## src/sv/cidx_pkg.sv

```systemverilog
// ----------------------------------------------------------------------------
// cidx_pkg
// shared types and constants for the concat index to offset generator
// ----------------------------------------------------------------------------
package cidx_pkg;

  localparam int unsigned DataW      = 32;
  localparam int unsigned DivSteps   = DataW;
  localparam int unsigned MaxDimsDef = 3;
  localparam int unsigned AddrW      = 5;

  typedef logic [DataW-1:0] word_t;

  typedef enum logic [2:0] {
    RegDimsInUse  = 3'd0,
    RegCatDim     = 3'd1,
    RegOutSize1   = 3'd2,
    RegOutSize2   = 3'd3,
    RegOutStride0 = 3'd4,
    RegOutStride1 = 3'd5,
    RegOutStride2 = 3'd6,
    RegCatStride  = 3'd7
  } reg_idx_e;

  typedef struct packed {
    word_t stride_0;
    word_t stride_1;
    word_t stride_2;
    word_t cat_stride;
  } strides_t;

endpackage

```

## src/sv/cidx_sum.sv

```systemverilog
// ----------------------------------------------------------------------------
// cidx_sum
// scales the digits by their strides and the base position by the concat stride, then adds the products
// ----------------------------------------------------------------------------
module cidx_sum (
  input  logic                clk_i,
  input  logic                rst_ni,
  input  logic                en_i,
  input  logic                vld_i,
  input  cidx_pkg::word_t     dig0_i,
  input  cidx_pkg::word_t     dig1_i,
  input  cidx_pkg::word_t     dig2_i,
  input  cidx_pkg::word_t     base_i,
  input  cidx_pkg::strides_t  strides_i,
  output logic                vld_o,
  output cidx_pkg::word_t     offset_o
);
  import cidx_pkg::*;

  logic  prod_vld_q, sum_vld_q;
  word_t p0_q, p1_q, p2_q, pb_q;
  word_t p0_d, p1_d, p2_d, pb_d;
  word_t sum_d, sum_q;

  always_comb begin
    p0_d  = DataW'(dig0_i * strides_i.stride_0);
    p1_d  = DataW'(dig1_i * strides_i.stride_1);
    p2_d  = DataW'(dig2_i * strides_i.stride_2);
    pb_d  = DataW'(base_i * strides_i.cat_stride);
    sum_d = p0_q + p1_q + p2_q + pb_q;
  end

  always_ff @(posedge clk_i or negedge rst_ni) begin
    if (!rst_ni) begin
      prod_vld_q <= 1'b0;
      sum_vld_q  <= 1'b0;
    end else if (en_i) begin
      prod_vld_q <= vld_i;
      sum_vld_q  <= prod_vld_q;
    end
  end

  always_ff @(posedge clk_i) begin
    if (en_i) begin
      p0_q  <= p0_d;
      p1_q  <= p1_d;
      p2_q  <= p2_d;
      pb_q  <= pb_d;
      sum_q <= sum_d;
    end
  end

  assign vld_o    = sum_vld_q;
  assign offset_o = sum_q;

endmodule

```

## config.mk

```make
export PLATFORM = sky130hd
export DESIGN_NAME = cidx_sum
export DESIGN_NICKNAME = d
export VERILOG_FILES = /design/src/sv/cidx_pkg.sv /design/src/sv/cidx_sum.sv
export SDC_FILE = /design/constraint.sdc
export NUM_CORES = 2
export LEC_CHECK = 0
export BUFFER_PORTS_ARGS = -buffer_cell sky130_fd_sc_hd__buf_2
export CELL_PAD_IN_SITES_DETAIL_PLACEMENT = 1
export CELL_PAD_IN_SITES_GLOBAL_PLACEMENT = 2
export CORE_AREA = 2 2 385 464
export CTS_CLUSTER_DIAMETER = 100
export DETAILED_ROUTE_END_ITERATION = 16
export DIE_AREA = 0 0 387 466
export GPL_ROUTABILITY_DRIVEN = 0
export GPL_TIMING_DRIVEN = 0
export PLACE_DENSITY_LB_ADDON = 0.15
export SETUP_SLACK_MARGIN = 0.02
export SYNTH_ARGS = -nofsm -noshare
export SYNTH_HDL_FRONTEND = slang
export SYNTH_SLANG_ARGS = --single-unit
```

## constraint.sdc

```tcl
create_clock -name clk_i -period 7.3 [get_ports clk_i]
set_input_delay 0 -clock clk_i [delete_from_list [all_inputs] [get_ports clk_i]]
set_output_delay 0 -clock clk_i [all_outputs]
set_load 0.02 [all_outputs]
```

After elaboration in Yosys (flattened, before gate mapping)
Index checks and enable logic that the tools add are counted.

Register bits after elaboration: 162. Input bits: 260. Output and inout port bits: 33. Word-level logic and storage cells: 14.

Add/sub/neg operators: 3. Multiply operators: 4.

Operator list (number): 32-bit by 32-bit multiplier with 32-bit output (4); 32-bit adder (3).

Depth between registers and ports, before layout
Word-level depth: 3. Depth in mapped cells: 28. Mapped depth without buffers: 26.

Worst setup path before layout
OpenSTA, ideal clock, no wires.

Path kind: input -> register. Start: input port strides_i[36] (netlist name). End: register p2_q[31], data pin. Setup time: 0.260 ns. Arrival time: 6.536 ns. Data required time: 7.040 ns. Setup slack: 0.504 ns. Stages on the path: 25. Buffers on the path: 2. Cells stage by stage: clkbuf_1 clkbuf_1 and2_1 fa_1 inv_1 fa_1 fa_1 fa_1 inv_1 fa_1 inv_1 fa_1 inv_1 fa_1 fa_1 ha_1 a21o_1 a21o_1 a21oi_1 o22ai_1 or4_1 o221a_2 a211oi_2 a21oi_1 xnor2_1.

Word-level cells in the longest chain between the ends: 1.

Ends and longest elaborated chain: start: declaration (RTL line cidx_sum.sv:14) `input cidx_pkg::strides_t strides_i,`; 32-bit by 32-bit multiplier with 32-bit output (RTL line cidx_sum.sv:28) `p2_d = DataW'(dig2_i * strides_i.stride_2);`; via p2_d[31] (RTL line cidx_sum.sv:22) `word_t p0_d, p1_d, p2_d, pb_d;`; end signal: assignment (RTL line cidx_sum.sv:47) `p2_q <= p2_d;`; end: declaration (RTL line cidx_sum.sv:21) `word_t p0_q, p1_q, p2_q, pb_q;`.

The timed path passes the listed nets, and every way through them passes these cells. A chain may end at the register's enable or synchronous reset.

Worst setup path in the final report
Start: input port strides_i[109] (netlist name). End: register p0_q[31], data pin.

Word-level cells in the longest chain between the ends: 1.

Ends and longest elaborated chain: 32-bit by 32-bit multiplier with 32-bit output (RTL line cidx_sum.sv:26) `p0_d = DataW'(dig0_i * strides_i.stride_0);`; via p0_d[31] (RTL line cidx_sum.sv:22); end signal: assignment (RTL line cidx_sum.sv:45) `p0_q <= p0_d;`; end: declaration (RTL line cidx_sum.sv:21).

The timed path passes the listed nets, and every way through them passes these cells.

==> out/results.tsv <==
metric	value	unit
status	finished, final reports clean	
Crit. Startpoint	strides_i[109]	
Mean Syn Cell Area	9.50	sq um
syn_nets	9842	
fill count	20400	
number of buffers created by CTS	17	
post-synthesis cell area	70000	sq um
prevailing post-synth register cell	edfxtp_1	
GR Overflow Total	0	
synth warn	0	
footprint of the multi-input gates	57900	sq um
Die Y	466	microns
Startpoint Class	primary input	
Post-CTS Setup Bufs	0	
ANT nets after route	0	
Total Die Area	180000	sq um
hold_sp	strides_i[64]	
CP dominant cell by count	fa_1	
Post-synth EDFFs	160	
WP data required	7.53	ns
pin count of the biggest net entering global routing	106	
I/O Buffers	260	
antenna violations before repair	23	
relative slew slack	0.197	
share of cells above drive strength 1	0.0618	
Synth area leaders	fa_1 48%, and2_1 9.9%, ha_1 9.3%	
Post-DP HPWL	217	mm
Slowest cell on crit path	clkbuf_1	
area fraction of the dominant cell type after synthesis	0.485	
Total GRT Usage	0.289	
Post-Route WL	253	mm
Synth Register Bits	162	
IO Pins	293	
global-route wire length before repair	382	mm
MaxCap Viol Count	0	
cell taking the most area after synthesis	fa_1	
sequential area share after synthesis	0.0694	
starting density of the core	0.398	
clock tree from TritonCTS	built	
die width	387	microns
worst hold path class	primary input to register	
final-report max-slew violation count	0	
Mapped Cells	7365	
root buffer cell	clkbuf_16	
endpoints failing setup	0	
crit path DAT	7.41	ns
critical path endpoint category	register	
routed vias	51300	
Post-Route Skew	0.0102	ns
Largest delay share family, worst path	adder cells	
Worst R2R Start	p0_q[2]$_DFFE_PP_	
number of global-route vias before repair	58400	
Routed WL per cell	25.4	microns
Max Buffers Root-to-Sink	2	
Pre-antenna DRT Iters	5	
unrepaired setup endpoints after global routing	no	
Hold Vio Cnt, Final	0	
post-route DRC violation count	0	
Std-Cell Rows	169	
CTS Sinks	162	
crit-path max FO	10	
Max Freq	0.139	GHz
Layout Cells excl Fill	9957	
total placed cells including tap cells	9934	
commonest non-fill, non-tap cell in the layout	fa_1	
initial drt markers	2929	
htree depth	4	
post-synth cell types	78	
clock latency on the worst-skew pair	0.49	ns
Setup CP Type	primary input to register	
max incr delay on CP	0.62	ns
Storage cell area	4850	sq um
CP cell instances	buf_2, clkbuf_1, and2_1, fa_1, inv_1, fa_1, fa_1, fa_1, fa_1, inv_1, fa_1, fa_1, inv_1, fa_1, inv_1, ha_1, a21oi_1, o221ai_1, a221o_1, a211o_1, a21oi_2, xnor2_1	
Layout area overhead	7.33	%
worst path bufs/invs	6	
most frequent cells in the layout	1694 x fa_1, 1587 x inv_1, 1106 x and2_1	
Final min period	7.18	ns
core box area	176000	sq um
nets@finish	10100	
FFs w/ async S/R, synth	0.0123	
Via density	5.15	
Worst-path clk slew	0.08	ns
slew at the pin with the worst max-slew slack	1.20	ns
Final period util	0.983	
synth_stat cells, types with 6 or more instances:
library cell     n
xor2_1          78
a31oi_1         13
xnor2_1        289
fa_1          1694
o21ai_0         39
inv_1         1587
edfxtp_1       160
o21a_1          34
a211oi_1        14
nor3_1          17
a21oi_1         89
clkbuf_1       349
and2_1        1106
nand2_1       1060
ha_1           523
nor2_1          71
a21o_1          61
o21bai_1        15
nand3_1         23
o31ai_1          6
nand4_1          6
nand2b_1        11
and3_1          13
nor2b_1          9
through the flow:
stage | cell area [sq um] | hold WS [ns] | setup WS (ns) | utilization | TNS, ns
after floorplan | 70000 | -0.296 | 0.504 | - | 0
after global placement | 74200 | -0.215 | -1.65 | 0.422 | -32.48
after detailed placement | 74200 | -0.213 | -1.64 | 0.422 | -34.10
after CTS | 75000 | 0.0399 | 0.0198 | 0.427 | 0
after global routing | 75100 | 0.0531 | 0.0207 | 0.427 | 0
final | 75100 | 0.0760 | 0.123 | 0.427 | 0
what timing repair did:
item | in CTS | in global routing
endpoints found under the setup margin | 31 | 19
hold endpoints to repair | 25 | 0
hold buffers | 5 | 0
pin swaps | 1 | 3
resized for setup | 77 | 179
sequential cells by signal (all words and copies together) (netlist names):
register	count
p1_q	32
pb_q	32
offset_o	32
p2_q	32
prod_vld_q	1
p0_q	32
vld_o	1
final timing paths:
kind / to / depth (start not counted) / slack [ns]
hold / removal: p1_q[0]$_DFFE_PP_ / 2 / 0.08
min in group asynchronous: vld_o$_DFFE_PN0P_ / 3 / 0.36
hold reg to reg: vld_o$_DFFE_PN0P_ / 1 / 0.51
setup reg to reg: offset_o[30]$_DFFE_PP_ / 11 / 2.41
setup / recovery: p0_q[31]$_DFFE_PP_ / 22 / 0.12
max in group asynchronous: prod_vld_q$_DFFE_PN0P_ / 3 / 6.82
cell type report:
type,count,area share
timing repair buffer,266,0.0185
clock inverter,15,0.00268
inverter,1588,0.0794
multi-input combinational,5266,0.771
antenna,6,0.000200
buffer,329,0.0191
tap,2308,0.0384
clock buffer,17,0.00566
sequential,162,0.0646
worst register-to-register path, delay by kind of cell (launching register included):
family / cells / cell delay (ns)
AOI/OAI and AO/OA: 8 / 2.71
DFF: 1 / 0.47
adders and majority gates: 3 / 1.44
per-layer routing:
metal,wire length (microns),part of all wire,track usage
met1,108000,0.43,0.383
met2,125000,0.49,0.498
met3,11100,0.044,0.0250
met4,9720,0.038,0.0957
met5,0,0,0
cell families (layout without fill, tap and decap cells):
family          Yosys count  count (layout)  synth area share
compound gates          340             340            0.0340
xor+xnor                367             367            0.0459
fa+ha+maj              2217            2217             0.578
buf+inv                1937            2215             0.104
flops                   162             162            0.0694
mux                       2               2          0.000322
other cells               0               6                 0
simple gates           2340            2340             0.168
Power is left out: the tool's default activity adds up to more than one toggle a clock period on the data nets, which glitch-free logic cannot reach.
